## config.mk

```make
export PLATFORM = sky130hd
export DESIGN_NAME = terminal_key_sequence_decoder_flat
export DESIGN_NICKNAME = d
export VERILOG_FILES = /design/src/tksd_pkg.sv /design/src/tksd_in_if.sv /design/src/tksd_out_if.sv /design/src/terminal_key_sequence_decoder.sv /design/src/flat_wrapper.sv
export VERILOG_INCLUDE_DIRS = /design/src /design/src/src
export SDC_FILE = /design/constraint.sdc
export NUM_CORES = 1
export LEC_CHECK = 0
export BUFFER_PORTS_ARGS = -buffer_cell sky130_fd_sc_hd__buf_2
export CAP_MARGIN = 40
export CORE_ASPECT_RATIO = 0.9
export CORE_MARGIN = 5
export CORE_UTILIZATION = 25
export CTS_CLUSTER_DIAMETER = 40
export DETAILED_ROUTE_END_ITERATION = 12
export SLEW_MARGIN = 20
export SYNTH_ARGS = -nofsm -noshare
export SYNTH_HDL_FRONTEND = slang
export SYNTH_SLANG_ARGS = --single-unit
export TNS_END_PERCENT = 5
```

## constraint.sdc

```tcl
create_clock -name clk -period 4.75 [get_ports clk]
set_clock_uncertainty 0.05 [all_clocks]
set_input_delay 1.1875 -clock clk [delete_from_list [all_inputs] [get_ports clk]]
set_output_delay 1.1875 -clock clk [all_outputs]
set_load 0.005 [all_outputs]
```

## src/terminal_key_sequence_decoder_macros.svh

```systemverilog
// -----------------------------------------------------------------------------
// Terminal key sequence decoder: assertion macros
// Shared concurrent check forms, clocked on clk and disabled during reset.
// -----------------------------------------------------------------------------
`ifndef TERMINAL_KEY_SEQUENCE_DECODER_MACROS_SVH
`define TERMINAL_KEY_SEQUENCE_DECODER_MACROS_SVH

// Consequent must hold in the same cycle as the antecedent.
`define TKSD_ASSERT_NOW(lbl, ante, cons, msg) \
  lbl: assert property (@(posedge clk) disable iff (!rst_n) (ante) |-> (cons)) \
    else $error(msg);

// Consequent must hold in the cycle after the antecedent.
`define TKSD_ASSERT_NEXT(lbl, ante, cons, msg) \
  lbl: assert property (@(posedge clk) disable iff (!rst_n) (ante) |=> (cons)) \
    else $error(msg);

`endif

```

## src/tksd_pkg.sv

```systemverilog
// -----------------------------------------------------------------------------
// Terminal key sequence decoder package
// Field widths, key kind codes and byte constants shared by the block.
// -----------------------------------------------------------------------------
package tksd_pkg;

  localparam int unsigned BYTE_W     = 8;
  localparam int unsigned VALUE_W    = 21;
  localparam int unsigned MOD_W      = 3;
  localparam int unsigned SEQ_LEN_W  = 7;
  localparam int unsigned MAX_SEQ_LEN = 75;

  localparam logic [VALUE_W-1:0] CODEPOINT_LIMIT = 21'h110000;

  localparam logic [BYTE_W-1:0] ESC_BYTE     = 8'h1B;
  localparam logic [BYTE_W-1:0] DEL_BYTE     = 8'h7F;
  localparam logic [BYTE_W-1:0] BRACKET_BYTE = 8'h5B;
  localparam logic [BYTE_W-1:0] SS3_BYTE     = 8'h4F;
  localparam logic [BYTE_W-1:0] SEMI_BYTE    = 8'h3B;
  localparam logic [BYTE_W-1:0] TILDE_BYTE   = 8'h7E;
  localparam logic [BYTE_W-1:0] BREAK_BYTE   = 8'h50;
  localparam logic [BYTE_W-1:0] DIGIT0_BYTE  = 8'h30;
  localparam logic [BYTE_W-1:0] DIGIT9_BYTE  = 8'h39;

  typedef enum logic [3:0] {
    KIND_SILENCE   = 4'd0,
    KIND_CODEPOINT = 4'd1,
    KIND_ESCAPE    = 4'd2,
    KIND_BACKSPACE = 4'd3,
    KIND_ALT       = 4'd4,
    KIND_FUNCTION  = 4'd5,
    KIND_KEYPAD    = 4'd6,
    KIND_CONSOLE   = 4'd7,
    KIND_BREAK     = 4'd8,
    KIND_INVALID   = 4'd9
  } key_kind_t;

endpackage

```

## src/tksd_in_if.sv

```systemverilog
// -----------------------------------------------------------------------------
// Terminal key sequence decoder input channel
// Valid/ready channel carrying one terminal byte or a quiet-timeout event.
// -----------------------------------------------------------------------------
interface tksd_in_if;
  import tksd_pkg::*;

  logic              valid;
  logic              ready;
  logic              action;
  logic [BYTE_W-1:0] data_byte;

  modport source (output valid, output action, output data_byte, input ready);
  modport sink (input valid, input action, input data_byte, output ready);
endinterface

```

## src/tksd_out_if.sv

```systemverilog
// -----------------------------------------------------------------------------
// Terminal key sequence decoder result channel
// Valid/ready channel carrying one decoded key.
// -----------------------------------------------------------------------------
interface tksd_out_if;
  import tksd_pkg::*;

  logic               valid;
  logic               ready;
  key_kind_t          key_kind;
  logic [VALUE_W-1:0] key_value;
  logic [MOD_W-1:0]   modifier;

  modport source (output valid, output key_kind, output key_value, output modifier,
                  input ready);
  modport sink (input valid, input key_kind, input key_value, input modifier,
                output ready);
endinterface

```

## src/terminal_key_sequence_decoder.sv

```systemverilog
// -----------------------------------------------------------------------------
// Terminal key sequence decoder
// Frames terminal bytes into UTF-8, Alt and CSI/SS3 key sequences and decodes
// each finished sequence into one key result.
// -----------------------------------------------------------------------------
// Usage:
//   in_ch  carries one beat per terminal byte (action = 0) or per quiet
//          timeout (action = 1). A timeout closes the pending sequence, or
//          gives a silence key when nothing is pending.
//   out_ch carries one beat per decoded key: kind, value and modifier.
//          Bytes that only extend a pending sequence give no beat.
//   A beat is taken into an input register; once the result register is
//   free, the beat updates the sequence state and, when the byte finishes
//   a key, loads the result register. One input beat is taken every cycle
//   while out_ch is not stalled; the rate is set by the single decode pass
//   between the input register and the result register.
//   When out_ch stalls with a result held, the input register fills and
//   in_ch.ready drops until the result is taken; nothing is lost.
//   Reset (rst_n low, synchronous) empties both registers and returns the
//   parser to idle with no sequence pending.
// -----------------------------------------------------------------------------
`include "terminal_key_sequence_decoder_macros.svh"

module terminal_key_sequence_decoder (
  input  logic           clk,
  input  logic           rst_n,
  tksd_in_if.sink        in_ch,
  tksd_out_if.source     out_ch
);
  import tksd_pkg::*;

  typedef enum logic [1:0] {
    MODE_IDLE = 2'd0,
    MODE_UTF8 = 2'd1,
    MODE_ESC  = 2'd2
  } parse_mode_t;

  // Input register
  logic              s1_valid_r;
  logic              s1_action_r;
  logic [BYTE_W-1:0] s1_byte_r;

  // Result register
  logic               out_valid_r;
  key_kind_t          out_kind_r;
  logic [VALUE_W-1:0] out_value_r;
  logic [MOD_W-1:0]   out_mod_r;

  // Sequence state
  parse_mode_t          mode_r, mode_nxt;
  logic [SEQ_LEN_W-1:0] seq_len_r, seq_len_nxt;
  logic [VALUE_W-1:0]   utf8_acc_r, utf8_acc_nxt;
  logic [1:0]           utf8_rem_r, utf8_rem_nxt;
  logic [BYTE_W-1:0]    second_byte_r, second_byte_nxt;
  logic                 third_brk_r, third_brk_nxt;
  logic [BYTE_W-1:0]    fourth_byte_r, fourth_byte_nxt;
  logic [BYTE_W-1:0]    final_char_r, final_char_nxt;
  logic                 final_seen_r, final_seen_nxt;
  logic [8:0]           arg_first_r, arg_first_nxt;
  logic [3:0]           arg_second_r, arg_second_nxt;
  logic [1:0]           arg_idx_r, arg_idx_nxt;

  // Decode results
  logic               emit;
  logic               finish;
  key_kind_t          res_kind;
  logic [VALUE_W-1:0] res_value;
  logic [MOD_W-1:0]   res_mod;

  // Decode temporaries
  logic [SEQ_LEN_W-1:0] len;
  logic                 is_digit;
  logic [3:0]           digit;
  logic [11:0]          prod_first;
  logic [6:0]           prod_second;
  logic [BYTE_W-1:0]    fc;
  logic [3:0]           mod_full;

  logic out_free;
  logic s1_adv;

  assign out_free = !out_valid_r || out_ch.ready;
  assign s1_adv   = s1_valid_r && out_free;

  assign in_ch.ready     = !s1_valid_r || s1_adv;
  assign out_ch.valid    = out_valid_r;
  assign out_ch.key_kind = out_kind_r;
  assign out_ch.key_value = out_value_r;
  assign out_ch.modifier = out_mod_r;

  assign is_digit    = (s1_byte_r >= DIGIT0_BYTE) && (s1_byte_r <= DIGIT9_BYTE);
  assign digit       = s1_byte_r[3:0];
  assign prod_first  = {3'b000, arg_first_r} * 12'd10 + {8'h00, digit};
  assign prod_second = {3'b000, arg_second_r} * 7'd10 + {3'b000, digit};
  assign len         = seq_len_r + SEQ_LEN_W'(1);

  always_comb begin
    mode_nxt        = mode_r;
    seq_len_nxt     = seq_len_r;
    utf8_acc_nxt    = utf8_acc_r;
    utf8_rem_nxt    = utf8_rem_r;
    second_byte_nxt = second_byte_r;
    third_brk_nxt   = third_brk_r;
    fourth_byte_nxt = fourth_byte_r;
    final_char_nxt  = final_char_r;
    final_seen_nxt  = final_seen_r;
    arg_first_nxt   = arg_first_r;
    arg_second_nxt  = arg_second_r;
    arg_idx_nxt     = arg_idx_r;
    emit      = 1'b0;
    finish    = 1'b0;
    res_kind  = KIND_SILENCE;
    res_value = '0;
    res_mod   = '0;
    fc        = '0;
    mod_full  = '0;

    if (s1_action_r) begin
      case (mode_r)
        MODE_ESC: finish = 1'b1;
        MODE_UTF8: begin
          emit     = 1'b1;
          res_kind = KIND_INVALID;
        end
        default: begin
          emit     = 1'b1;
          res_kind = KIND_SILENCE;
        end
      endcase
    end else begin
      case (mode_r)
        MODE_ESC: begin
          if (len > SEQ_LEN_W'(MAX_SEQ_LEN)) begin
            emit     = 1'b1;
            res_kind = KIND_INVALID;
          end else begin
            seq_len_nxt = len;
            if (len == SEQ_LEN_W'(2)) begin
              second_byte_nxt = s1_byte_r;
              if (s1_byte_r != BRACKET_BYTE && s1_byte_r != SS3_BYTE) begin
                finish = 1'b1;
              end
            end else begin
              if (len == SEQ_LEN_W'(3)) begin
                third_brk_nxt = (s1_byte_r == BRACKET_BYTE);
              end
              if (len == SEQ_LEN_W'(4)) begin
                fourth_byte_nxt = s1_byte_r;
              end
              if (!final_seen_r) begin
                if (is_digit) begin
                  // Saturate arguments one past their legal maximum
                  if (arg_idx_r == 2'd0) begin
                    if (arg_first_r > 9'd256 || prod_first > 12'd256) begin
                      arg_first_nxt = 9'd257;
                    end else begin
                      arg_first_nxt = prod_first[8:0];
                    end
                  end else if (arg_idx_r == 2'd1) begin
                    if (arg_second_r > 4'd8 || prod_second > 7'd8) begin
                      arg_second_nxt = 4'd9;
                    end else begin
                      arg_second_nxt = prod_second[3:0];
                    end
                  end
                end else if (s1_byte_r == SEMI_BYTE) begin
                  if (arg_idx_r < 2'd2) begin
                    arg_idx_nxt = arg_idx_r + 2'd1;
                  end
                end else begin
                  final_seen_nxt = 1'b1;
                  final_char_nxt = s1_byte_r;
                end
              end
              if (!(s1_byte_r == BRACKET_BYTE || s1_byte_r == SEMI_BYTE || is_digit)) begin
                finish = 1'b1;
              end
            end
          end
        end
        MODE_UTF8: begin
          if (s1_byte_r[7:6] != 2'b10) begin
            emit     = 1'b1;
            res_kind = KIND_INVALID;
          end else begin
            utf8_acc_nxt = {utf8_acc_r[VALUE_W-7:0], s1_byte_r[5:0]};
            seq_len_nxt  = len;
            utf8_rem_nxt = utf8_rem_r - 2'd1;
            if (utf8_rem_nxt == 2'd0) begin
              emit = 1'b1;
              if (utf8_acc_nxt >= CODEPOINT_LIMIT) begin
                res_kind = KIND_INVALID;
              end else begin
                res_kind  = KIND_CODEPOINT;
                res_value = utf8_acc_nxt;
              end
            end
          end
        end
        default: begin
          if (s1_byte_r == ESC_BYTE) begin
            mode_nxt    = MODE_ESC;
            seq_len_nxt = SEQ_LEN_W'(1);
          end else if (s1_byte_r == DEL_BYTE) begin
            emit     = 1'b1;
            res_kind = KIND_BACKSPACE;
          end else if (!s1_byte_r[7]) begin
            emit      = 1'b1;
            res_kind  = KIND_CODEPOINT;
            res_value = VALUE_W'(s1_byte_r);
          end else if (s1_byte_r < 8'hC0 || s1_byte_r >= 8'hF8) begin
            emit     = 1'b1;
            res_kind = KIND_INVALID;
          end else begin
            mode_nxt    = MODE_UTF8;
            seq_len_nxt = SEQ_LEN_W'(1);
            if (!s1_byte_r[5]) begin
              utf8_rem_nxt = 2'd1;
              utf8_acc_nxt = VALUE_W'(s1_byte_r[4:0]);
            end else if (!s1_byte_r[4]) begin
              utf8_rem_nxt = 2'd2;
              utf8_acc_nxt = VALUE_W'(s1_byte_r[3:0]);
            end else begin
              utf8_rem_nxt = 2'd3;
              utf8_acc_nxt = VALUE_W'(s1_byte_r[2:0]);
            end
          end
        end
      endcase
    end

    // Close an escape sequence using the state as updated by this beat
    if (finish) begin
      emit     = 1'b1;
      fc       = final_seen_nxt ? final_char_nxt : '0;
      mod_full = (arg_second_nxt == 4'd0) ? 4'd0 : arg_second_nxt - 4'd1;
      if (seq_len_nxt <= SEQ_LEN_W'(1)) begin
        res_kind = KIND_ESCAPE;
      end else if (seq_len_nxt == SEQ_LEN_W'(2)) begin
        if (second_byte_nxt < DEL_BYTE) begin
          res_kind  = KIND_ALT;
          res_value = VALUE_W'(second_byte_nxt);
        end else if (second_byte_nxt == DEL_BYTE) begin
          res_kind  = KIND_CODEPOINT;
          res_value = VALUE_W'(DEL_BYTE);
        end else begin
          res_kind = KIND_INVALID;
        end
      end else if (third_brk_nxt && seq_len_nxt == SEQ_LEN_W'(4)) begin
        res_kind  = KIND_CONSOLE;
        res_value = VALUE_W'(fourth_byte_nxt);
      end else if (arg_first_nxt > 9'd256 || arg_second_nxt > 4'd8) begin
        res_kind = KIND_INVALID;
      end else if (fc == BREAK_BYTE && second_byte_nxt == BRACKET_BYTE) begin
        res_kind = KIND_BREAK;
      end else if (fc == TILDE_BYTE) begin
        res_kind  = KIND_FUNCTION;
        res_value = VALUE_W'(arg_first_nxt);
        res_mod   = mod_full[MOD_W-1:0];
      end else begin
        res_kind  = KIND_KEYPAD;
        res_value = VALUE_W'(fc);
        res_mod   = mod_full[MOD_W-1:0];
      end
    end

    // Drop the pending sequence once a key comes out
    if (emit) begin
      mode_nxt        = MODE_IDLE;
      seq_len_nxt     = '0;
      utf8_acc_nxt    = '0;
      utf8_rem_nxt    = '0;
      second_byte_nxt = '0;
      third_brk_nxt   = 1'b0;
      fourth_byte_nxt = '0;
      final_char_nxt  = '0;
      final_seen_nxt  = 1'b0;
      arg_first_nxt   = '0;
      arg_second_nxt  = '0;
      arg_idx_nxt     = '0;
    end
  end

  always_ff @(posedge clk) begin
    if (!rst_n) begin
      s1_valid_r    <= 1'b0;
      out_valid_r   <= 1'b0;
      mode_r        <= MODE_IDLE;
      seq_len_r     <= '0;
      utf8_acc_r    <= '0;
      utf8_rem_r    <= '0;
      second_byte_r <= '0;
      third_brk_r   <= 1'b0;
      fourth_byte_r <= '0;
      final_char_r  <= '0;
      final_seen_r  <= 1'b0;
      arg_first_r   <= '0;
      arg_second_r  <= '0;
      arg_idx_r     <= '0;
    end else begin
      if (in_ch.valid && in_ch.ready) begin
        s1_valid_r  <= 1'b1;
        s1_action_r <= in_ch.action;
        s1_byte_r   <= in_ch.data_byte;
      end else if (s1_adv) begin
        s1_valid_r <= 1'b0;
      end

      if (s1_adv) begin
        mode_r        <= mode_nxt;
        seq_len_r     <= seq_len_nxt;
        utf8_acc_r    <= utf8_acc_nxt;
        utf8_rem_r    <= utf8_rem_nxt;
        second_byte_r <= second_byte_nxt;
        third_brk_r   <= third_brk_nxt;
        fourth_byte_r <= fourth_byte_nxt;
        final_char_r  <= final_char_nxt;
        final_seen_r  <= final_seen_nxt;
        arg_first_r   <= arg_first_nxt;
        arg_second_r  <= arg_second_nxt;
        arg_idx_r     <= arg_idx_nxt;
        out_valid_r   <= emit;
        if (emit) begin
          out_kind_r  <= res_kind;
          out_value_r <= res_value;
          out_mod_r   <= res_mod;
        end
      end else if (out_ch.ready) begin
        out_valid_r <= 1'b0;
      end
    end
  end

  `TKSD_ASSERT_NOW(a_idle_clean, mode_r == MODE_IDLE, seq_len_r == '0 && utf8_rem_r == '0, "idle parser holds a pending length or UTF-8 count")
  `TKSD_ASSERT_NOW(a_esc_len, mode_r == MODE_ESC, seq_len_r != '0 && seq_len_r <= SEQ_LEN_W'(MAX_SEQ_LEN), "escape length out of range")
  `TKSD_ASSERT_NOW(a_utf8_rem, mode_r == MODE_UTF8, utf8_rem_r != 2'd0, "UTF-8 pending with no continuation expected")
  `TKSD_ASSERT_NOW(a_mod_kind, out_valid_r && out_kind_r != KIND_FUNCTION && out_kind_r != KIND_KEYPAD, out_mod_r == '0, "modifier set on a key kind that has none")
  `TKSD_ASSERT_NOW(a_cp_range, out_valid_r && out_kind_r == KIND_CODEPOINT, out_value_r < CODEPOINT_LIMIT, "codepoint beyond the Unicode range")
  `TKSD_ASSERT_NEXT(a_s1_hold, s1_valid_r && !s1_adv, s1_valid_r && $stable(s1_byte_r), "stalled input beat lost")

endmodule

```

## src/flat_wrapper.sv

```systemverilog
// flat-port wrapper written by rule: the top's interface ports become plain ports
module terminal_key_sequence_decoder_flat import tksd_pkg::*;
  (clk, rst_n, in_ch_valid, in_ch_action, in_ch_data_byte, in_ch_ready, out_ch_valid, out_ch_key_kind, out_ch_key_value, out_ch_modifier, out_ch_ready);
  tksd_in_if in_ch_i ();
  tksd_out_if out_ch_i ();
  input  logic clk;
  input  logic rst_n;
  input wire logic [$bits(in_ch_i.valid)-1:0] in_ch_valid;
  input wire logic [$bits(in_ch_i.action)-1:0] in_ch_action;
  input wire logic [$bits(in_ch_i.data_byte)-1:0] in_ch_data_byte;
  output wire logic [$bits(in_ch_i.ready)-1:0] in_ch_ready;
  output wire logic [$bits(out_ch_i.valid)-1:0] out_ch_valid;
  output wire logic [$bits(out_ch_i.key_kind)-1:0] out_ch_key_kind;
  output wire logic [$bits(out_ch_i.key_value)-1:0] out_ch_key_value;
  output wire logic [$bits(out_ch_i.modifier)-1:0] out_ch_modifier;
  input wire logic [$bits(out_ch_i.ready)-1:0] out_ch_ready;
  assign in_ch_i.valid = in_ch_valid;
  assign in_ch_i.action = in_ch_action;
  assign in_ch_i.data_byte = in_ch_data_byte;
  assign in_ch_ready = in_ch_i.ready;
  assign out_ch_valid = out_ch_i.valid;
  assign out_ch_key_kind = out_ch_i.key_kind;
  assign out_ch_key_value = out_ch_i.key_value;
  assign out_ch_modifier = out_ch_i.modifier;
  assign out_ch_i.ready = out_ch_ready;
  terminal_key_sequence_decoder u_core (.clk(clk), .rst_n(rst_n), .in_ch(in_ch_i), .out_ch(out_ch_i));
endmodule
```

==> summary.txt, run 1 <==
Yosys
  – Synthesized instance count: between 800 and 900
  – #FFs+latches synth: between 100 and 150
  – Synth warnings: 0
  – Net Count, Synth: slightly above 900
  – Synthesized area per cell: about 8.4 um^2
  – Distinct cell type count of the synthesized netlist: 89
  – Proportion of register bits with asynchronous set or reset after synthesis: 0
  – Share of synthesized area occupied by flip-flops and latches: 0.341
  – Post-synthesis instance area: 0.00730 mm^2
  – Dominant register cell in the synthesized netlist: sky130_fd_sc_hd__dfxtp_1
  – Number of enable flip-flop cells after synthesis: 37

Final layout
  – Top library cells by usage in the layout, fill and taps aside: 76 x sky130_fd_sc_hd__nand2_1, 69 x sky130_fd_sc_hd__dfxtp_1, 58 x sky130_fd_sc_hd__a21oi_1
  – Core utilization of the finished layout: 0.290
  – Layout net count: 961
  – Fraction of final layout cells with drive strength greater than 1: 0.143
  – Area growth, synth to finish: 14.5%
  – Post-route cell area: between 0.008 and 0.009 mm^2
  – Commonest non-fill, non-tap cell in the layout: sky130_fd_sc_hd__nand2_1
  – Antenna cells: 0

STA
  – Final period utilization: 0.933
  – Sum of negative setup slack: 0 ns
  – Final setup violation count: 0
  – Maximum clock frequency: 226 MHz
  – Fin. Hold Viols: 0
  – PnR worst setup slack: between 0.3 and 0.4 ns
  – Worst-margin pin slew: between 0.7 and 0.8 ns
  – Final worst path period need: ~4.4 ns
  – Pins Over Slew Limit: 0
  – Relative max-transition margin: 0.519
  – Unrepaired setup endpoints after global routing: false

Die
  – Starting Density: 0.253
  – Horiz. Die Dim: ~190 um
  – IO Count: 43
  – CORE AREA: 0.0289 mm^2
  – Num rows: between 50 and 60
  – Vertical extent of the die: 172 um
  – Area of the die: roughly 0.033 mm^2

Clock tree
  – CTS H-tree lvls: 3
  – Clock latency on the worst-skew pair: 0.36 ns
  – Clock buffer depth: 2
  – Count of hold-fix buffers inserted at cts: 0
  – Number of buffers inserted during clock tree synthesis: 9
  – Clock-pin slew on the worst setup and hold paths: 0.07 ns
  – Root buffer selected by CTS: sky130_fd_sc_hd__clkbuf_16
  – Number of sinks driven by the clock tree: 106
  – TritonCTS clock tree: yes

Place
  – Post-place setup slack: around 0.091 ns
  – Placed cell areas: between 0.008 and 0.009 mm^2
  – HPWL after detailed placement: approximately 17000 um
  – Number of port buffers: 42
  – Routability congestion estimate from global placement: between 0.9 and 1

Global route
  – Via count of the first global-routing pass: ~6200
  – Number of antenna violations at the first check in global routing: 0
  – Overall routing resource usage: 0.134
  – Largest net degree at the start of global routing: 38
  – First-pass GRT wire length: ~35000 um
  – Total congestion overflow after global routing: 0

Worst setup path
  – Number of cells traversed by the worst register-to-register path: 15
  – Worst-path cell chain: ha_2 -> a31o_2 -> a21oi_1 -> o2111ai_1 -> o2111ai_2 -> nor3_4 -> nand2_1 -> o22ai_2 -> ha_2 -> inv_1 -> o21ai_0 -> o22ai_2 -> or4_4 -> or3_4 -> nor2_1
  – Slowest stage delay, CP: between 0.6 and 0.7 ns
  – Type of the worst setup path: register to register
  – Startpoint kind of the worst setup timing path: register
  – Critical-path cell with the highest stage delay: sky130_fd_sc_hd__or4_4
  – Crit path arrival time: around 4.6 ns
  – Data required time of the worst path: around 4.9 ns
  – Maximum fanout along the worst path: 11
  – Nature of the critical path endpoint: register

Detailed routing
  – Per-cell routed wire length: 16.9 um
  – Total via count after detailed routing: a little under 7000
  – Per-cell via count in the routed design: between 5 and 6
  – Final routed wirelength across all metal layers: roughly 22000 um
  – Number of DRC markers in iteration 0: just under 700
  – Remaining routing DRC violations: 0
  – Post-detailed-route count of antenna-violating nets: 0
  – Detailed Routing Iterations Pass 1: 5

Pwr
  – Power density cells: 214 mW/mm^2
  – Final Total Pwr: about 1.8 mW
  – Leakage power: 2.97 nW
  – Largest voltage drop on the vdd net: between 150 and 200 uV

Hold path
  – Cells on Worst Hold Path: 2
  – Worst min-delay path class: register to register

Outcome
  – Result of the run: finished clean

Job
  – Number of max-capacitance violations reported: 0
## timing repair
item / in CTS / in global routing
gates resized for setup: 0 / 6
endpoints found under the hold margin: 0 / 0
endpoints found under the setup margin: 0 / 23
setup buffers: 0 / 0
## logic make-up (layout without fill, tap and decap cells)
group,Yosys count,count (layout),synth area share
DFF,106,106,0.341
buffers and inverters,84,126,0.0466
AOI/OAI and AO/OA,260,260,0.246
adders and majority gates,37,37,0.0675
xor gates and xnor gates,16,16,0.0192
muxes,16,16,0.0226
and+or+nand+nor,355,355,0.257
## layer usage
metal,share of wire,up-vias,track usage
li1,-,3314,-
met1,0.50,3150,0.203
met2,0.41,254,0.194
met3,0.077,25,0.0256
met4,0.015,0,0.0315
met5,0,-,0
## metrics by stage
step / hold slack (ns) / std cells
2_1_floorplan: 0.371 / 874
3_3_place_gp: 0.393 / 1294
3_5_place_dp: 0.390 / 1295
4_1_cts: 0.399 / 1311
5_1_grt: 0.438 / 1312
6_report: 0.398 / 1312
## registers in the layout (all words and copies together), names as in the netlist, 2 cells and up
name,flops
u_core.utf8_rem_r,2
u_core.out_ch.key_kind,4
u_core.out_ch.modifier,3
u_core.second_byte_r,8
u_core.seq_len_r,7
u_core.mode_r,2
u_core.utf8_acc_r,15
u_core.arg_idx_r,2
u_core.arg_second_r,4
u_core.final_char_r,8
u_core.fourth_byte_r,8
u_core.s1_byte_r,8
u_core.out_ch.key_value,21
u_core.arg_first_r,9
## layout make-up
cell class                 instances  area, um^2
sequential                       106        2490
tap                              396         495
clock buffer                      10         239
multi-input combinational        684        4500
fill                            3082       20500
clock inverter                     6        40.0
timing repair buffer              76         469
inverter                          34         128
## power by group
group | leakage [nW] | total, mW | switching [mW] | internal, mW
Combinational | 1.90 | 0.117 | 0.0805 | 0.0370
Clock | 0.139 | 0.721 | 0.349 | 0.371
Sequential | 0.936 | 0.951 | 0.00675 | 0.944
## worst max-delay path, delay by kind of cell (launching register included)
family / cells / cell delay, ns
compound gates: 7 / 1.66
fa+ha+maj: 2 / 0.57
simple gates: 5 / 1.60
flops: 1 / 0.35
buf+inv: 1 / 0.06
## Yosys cell counts, types with 11 or more instances
cell | n | area [um^2]
sky130_fd_sc_hd__nand2_1 | 76 | 285
sky130_fd_sc_hd__dfxtp_1 | 69 | 1380
sky130_fd_sc_hd__a21oi_1 | 58 | 290
sky130_fd_sc_hd__nor2_1 | 57 | 214
sky130_fd_sc_hd__o21ai_0 | 48 | 240
sky130_fd_sc_hd__nand3_1 | 44 | 220
sky130_fd_sc_hd__nor2b_1 | 41 | 257
sky130_fd_sc_hd__clkbuf_1 | 39 | 146
sky130_fd_sc_hd__edfxtp_1 | 37 | 1110
sky130_fd_sc_hd__inv_1 | 34 | 128
sky130_fd_sc_hd__ha_1 | 33 | 413
sky130_fd_sc_hd__nor3_1 | 31 | 155
sky130_fd_sc_hd__and2_1 | 24 | 150
sky130_fd_sc_hd__a22oi_1 | 19 | 143
sky130_fd_sc_hd__a21boi_0 | 15 | 113
sky130_fd_sc_hd__nand2b_1 | 13 | 81.3
sky130_fd_sc_hd__mux2i_1 | 12 | 120
sky130_fd_sc_hd__o21a_1 | 12 | 90.1
sky130_fd_sc_hd__and3_1 | 11 | 68.8
sky130_fd_sc_hd__xnor2_1 | 11 | 96.3
## path summary, 6_finish.rpt
| kind | start | slack [ns] | end |
|---|---|---|---|
| setup / recovery | u_core.seq_len_r[0] | 0.32 | u_core.out_ch.modifier[2] |
| setup reg to reg | u_core.seq_len_r[0] | 0.32 | u_core.out_ch.modifier[2] |
| hold reg to reg | u_core.utf8_acc_r[9] | 0.40 | u_core.utf8_acc_r[9] |
| hold / removal | u_core.utf8_acc_r[9] | 0.40 | u_core.utf8_acc_r[9] |
Power figures use the tool's default switching activity.
==> run 2, diff against run 1 <==
- ABC_AREA: unset -> 1
==> summary.txt, run 2 <==
Yosys
  – Distinct cell type count of the synthesized netlist: 56
  – Yosys top cell area share: 0.181
  – Cell types occupying the most area after synthesis: sky130_fd_sc_hd__dfxtp_1 18%, sky130_fd_sc_hd__nand2_1 18%, sky130_fd_sc_hd__edfxtp_1 15%
  – Net Count, Synth: ~1200
  – Library cell occupying the most area in the post-synthesis netlist: sky130_fd_sc_hd__dfxtp_1
  – Dominant register cell in the synthesized netlist: sky130_fd_sc_hd__dfxtp_1
  – Most used standard cell by instance count after synthesis: sky130_fd_sc_hd__nand2_1
  – Number of enable flip-flop cells after synthesis: 37
  – Synth warnings: 0
  – Proportion of register bits with asynchronous set or reset after synthesis: 0
  – Top cells by instance count after synthesis: 361 x sky130_fd_sc_hd__nand2_1, 150 x sky130_fd_sc_hd__inv_1, 116 x sky130_fd_sc_hd__nor2_1
  – Synthesized area per cell: approximately 6.6 um^2
  – Synthesized instance count: ~1200
  – Post-synthesis instance area: 0.00765 mm^2
  – Share of synthesized area occupied by flip-flops and latches: 0.326
  – #FFs+latches synth: 106

Pwr
  – Power density cells: 218 mW/mm^2
  – Largest voltage drop on the vdd net: around 170 uV
  – Leakage power: between 3 and 4 nW

STA
  – Worst-margin pin slew: roughly 0.74 ns
  – Final worst path period need: about 4.2 ns
  – Pins Over Slew Limit: 0
  – Fin. Hold Viols: 0
  – Final setup violation count: 0
  – Final period utilization: 0.878
  – Sum of negative setup slack: 0 ns
  – Unrepaired setup endpoints after global routing: false
  – Relative max-transition margin: 0.505
  – Maximum clock frequency: approximately 240 MHz

Worst setup path
  – Maximum fanout along the worst path: 10
  – Nature of the critical path endpoint: register
  – Data required time of the worst path: 4.86 ns
  – Critical-path cell with the highest stage delay: sky130_fd_sc_hd__edfxtp_1
  – Startpoint kind of the worst setup timing path: register
  – Most repeated library cell on the critical path: sky130_fd_sc_hd__nand2_1
  – Worst reg2reg setup slack: between 0.5 and 0.6 ns
  – Buffer and inverter count on the worst path: 3
  – Crit path arrival time: between 4 and 5 ns
  – Worst-path cell chain: ha_1 -> inv_1 -> fa_1 -> inv_1 -> nand2_1 -> nand2_1 -> nand2_1 -> nor2_1 -> nand3_1 -> inv_1 -> nand2_1 -> a21boi_0 -> nand3_2 -> o21ai_1 -> nand2_1 -> nor2_1 -> nand2_1 -> nand2_4 -> nand2_4 -> nor2_2 -> o2111ai_1 -> nor2_1
  – Family with the most delay on the worst path: simple AND/OR/NAND/NOR gates
  – Startpoint of the worst-slack reg-to-reg timing path: u_core.s1_byte_r[1]
  – Depth of the critical timing path with buffers and inverters included: 22
  – Slowest stage delay, CP: 0.63 ns
  – Worst R2R End: u_core.out_ch.modifier[0]
  – Type of the worst setup path: register to register
  – Number of cells traversed by the worst register-to-register path: 22

Hold path
  – Worst min-delay path class: register to register
  – Cells on Worst Hold Path: 2
  – Worst Hold Endpoint: u_core.final_char_r[5]
  – Hold_sp: u_core.final_char_r[5]

Global route
  – Largest net degree at the start of global routing: slightly below 50
  – First-pass GRT wire length: roughly 35000 um
  – Number of antenna violations at the first check in global routing: 1
  – Overall routing resource usage: 0.124
  – Total congestion overflow after global routing: 0
  – Via count of the first global-routing pass: between 6000 and 7000

Outcome
  – Result of the run: finished clean

Clock tree
  – Post-CTS setup buffers: 0
  – Number of sinks driven by the clock tree: between 100 and 150
  – Root buffer selected by CTS: sky130_fd_sc_hd__clkbuf_16
  – CTS H-tree lvls: 3
  – Clock buffer depth: 2
  – Count of hold-fix buffers inserted at cts: 0
  – Clock latency on the worst-skew pair: between 0.3 and 0.4 ns
  – Number of instances resized during post-cts repair: 0
  – Number of buffers inserted during clock tree synthesis: 9
  – TritonCTS clock tree: yes
  – Clock-pin slew on the worst setup and hold paths: roughly 0.080 ns

Die
  – CORE AREA: between 0.03 and 0.04 mm^2
  – Horiz. Die Dim: between 150 and 200 um
  – Starting Density: 0.255
  – Vertical extent of the die: 176 um
  – Area of the die: about 0.034 mm^2
  – IO Count: 43
  – Num rows: 60

Final layout
  – Commonest non-fill, non-tap cell in the layout: sky130_fd_sc_hd__nand2_1
  – Fraction of final layout cells with drive strength greater than 1: 0.101
  – Max FFs per register: 21
  – Antenna cells: 0
  – Area growth, synth to finish: 12.7%
  – Post-Layout Cell Count: 1608
  – Top library cells by usage in the layout, fill and taps aside: 361 x sky130_fd_sc_hd__nand2_1, 149 x sky130_fd_sc_hd__inv_1, 116 x sky130_fd_sc_hd__nor2_1
  – Layout net count: roughly 1300

Detailed routing
  – Detailed Routing Iterations Pass 1: 5
  – Number of DRC markers in iteration 0: between 500 and 600
  – Final routed wirelength across all metal layers: approximately 22000 um
  – Remaining routing DRC violations: 0
  – Per-cell routed wire length: ~14 um
  – Per-cell via count in the routed design: between 4 and 5
  – Post-detailed-route count of antenna-violating nets: 0
  – Total via count after detailed routing: roughly 7500

Place
  – Number of instances in the placed design: ~1600
  – Routability congestion estimate from global placement: approximately 0.9
  – HPWL after detailed placement: around 17000 um
  – Number of port buffers: 42

Job
  – Number of max-capacitance violations reported: 0
run 2: cell type report:
class / instances / area [um^2]
Clock buffer: 9 / 225
Clock inverter: 7 / 90.1
Fill cell: 3316 / 21400
Inverter: 159 / 599
Multi-Input combinational cell: 871 / 4410
Sequential cell: 106 / 2490
Tap cell: 403 / 504
Timing Repair Buffer: 53 / 305
run 2: worst max path at each step:
stage / startpoint / to / slack [ns]
finish: u_core.s1_byte_r[1] / u_core.out_ch.modifier[0] / 0.58
global route: u_core.s1_byte_r[1] / u_core.out_ch.key_value[20] / 0.28
CTS: u_core.arg_first_r[3] / u_core.out_ch.key_value[20] / 0.65
detailed placement: u_core.arg_first_r[3] / u_core.out_ch.key_value[20] / 0.66
global placement: u_core.arg_first_r[3] / u_core.out_ch.modifier[2] / 0.74
floorplan: u_core.arg_first_r[3] / u_core.out_ch.key_value[19] / 1.15
run 2: metal layers:
layer  routed length, um  vias up  track usage
li1                    -     3852            -
met2                8790      243        0.180
met5                   7        -            0
met4                 510        2       0.0410
met1               11300     3414        0.189
met3                1380       30       0.0149
run 2: per-stage QoR:
step / setup slack (ns) / area [um^2] / hold WS, ns / utilization / power (mW)
2_1_floorplan: 1.15 / 7650 / 0.395 / - / 1.05
3_3_place_gp: 0.740 / 8310 / 0.401 / 0.277 / 1.09
3_5_place_dp: 0.660 / 8310 / 0.405 / 0.277 / 1.09
4_1_cts: 0.651 / 8630 / 0.417 / 0.287 / 1.89
5_1_grt: 0.281 / 8630 / 0.432 / 0.287 / 1.94
6_report: 0.579 / 8630 / 0.417 / 0.287 / 1.88
run 2: cell families (layout without fill, tap and decap cells):
family | Yosys count | count (layout) | synth area share
simple gates | 641 | 641 | 0.371
buf+inv | 190 | 228 | 0.0981
compound gates | 188 | 188 | 0.135
flops | 106 | 106 | 0.326
fa+ha+maj | 37 | 37 | 0.0644
xor+xnor | 5 | 5 | 0.00572
run 2: worst register-to-register path, cell delays in order, from the launching register on:
cell and delay (ns):
sky130_fd_sc_hd__edfxtp_1 0.63, sky130_fd_sc_hd__ha_1 0.29, sky130_fd_sc_hd__inv_1 0.07, sky130_fd_sc_hd__fa_1 0.43
sky130_fd_sc_hd__inv_1 0.10, sky130_fd_sc_hd__nand2_1 0.05, sky130_fd_sc_hd__nand2_1 0.06, sky130_fd_sc_hd__nand2_1 0.05
sky130_fd_sc_hd__nor2_1 0.13, sky130_fd_sc_hd__nand3_1 0.12, sky130_fd_sc_hd__inv_1 0.10, sky130_fd_sc_hd__nand2_1 0.05
sky130_fd_sc_hd__a21boi_0 0.22, sky130_fd_sc_hd__nand3_2 0.21, sky130_fd_sc_hd__o21ai_1 0.29, sky130_fd_sc_hd__nand2_1 0.08
sky130_fd_sc_hd__nor2_1 0.10, sky130_fd_sc_hd__nand2_1 0.11, sky130_fd_sc_hd__nand2_4 0.13, sky130_fd_sc_hd__nand2_4 0.09
sky130_fd_sc_hd__nor2_2 0.11, sky130_fd_sc_hd__o2111ai_1 0.16, sky130_fd_sc_hd__nor2_1 0.30
run 2: power by group:
group	leakage [nW]	total [mW]	switching [mW]	internal [mW]
Combinational	2.77	0.107	0.0789	0.0282
Sequential	0.926	0.966	0.0145	0.952
Clock	0.156	0.807	0.382	0.425
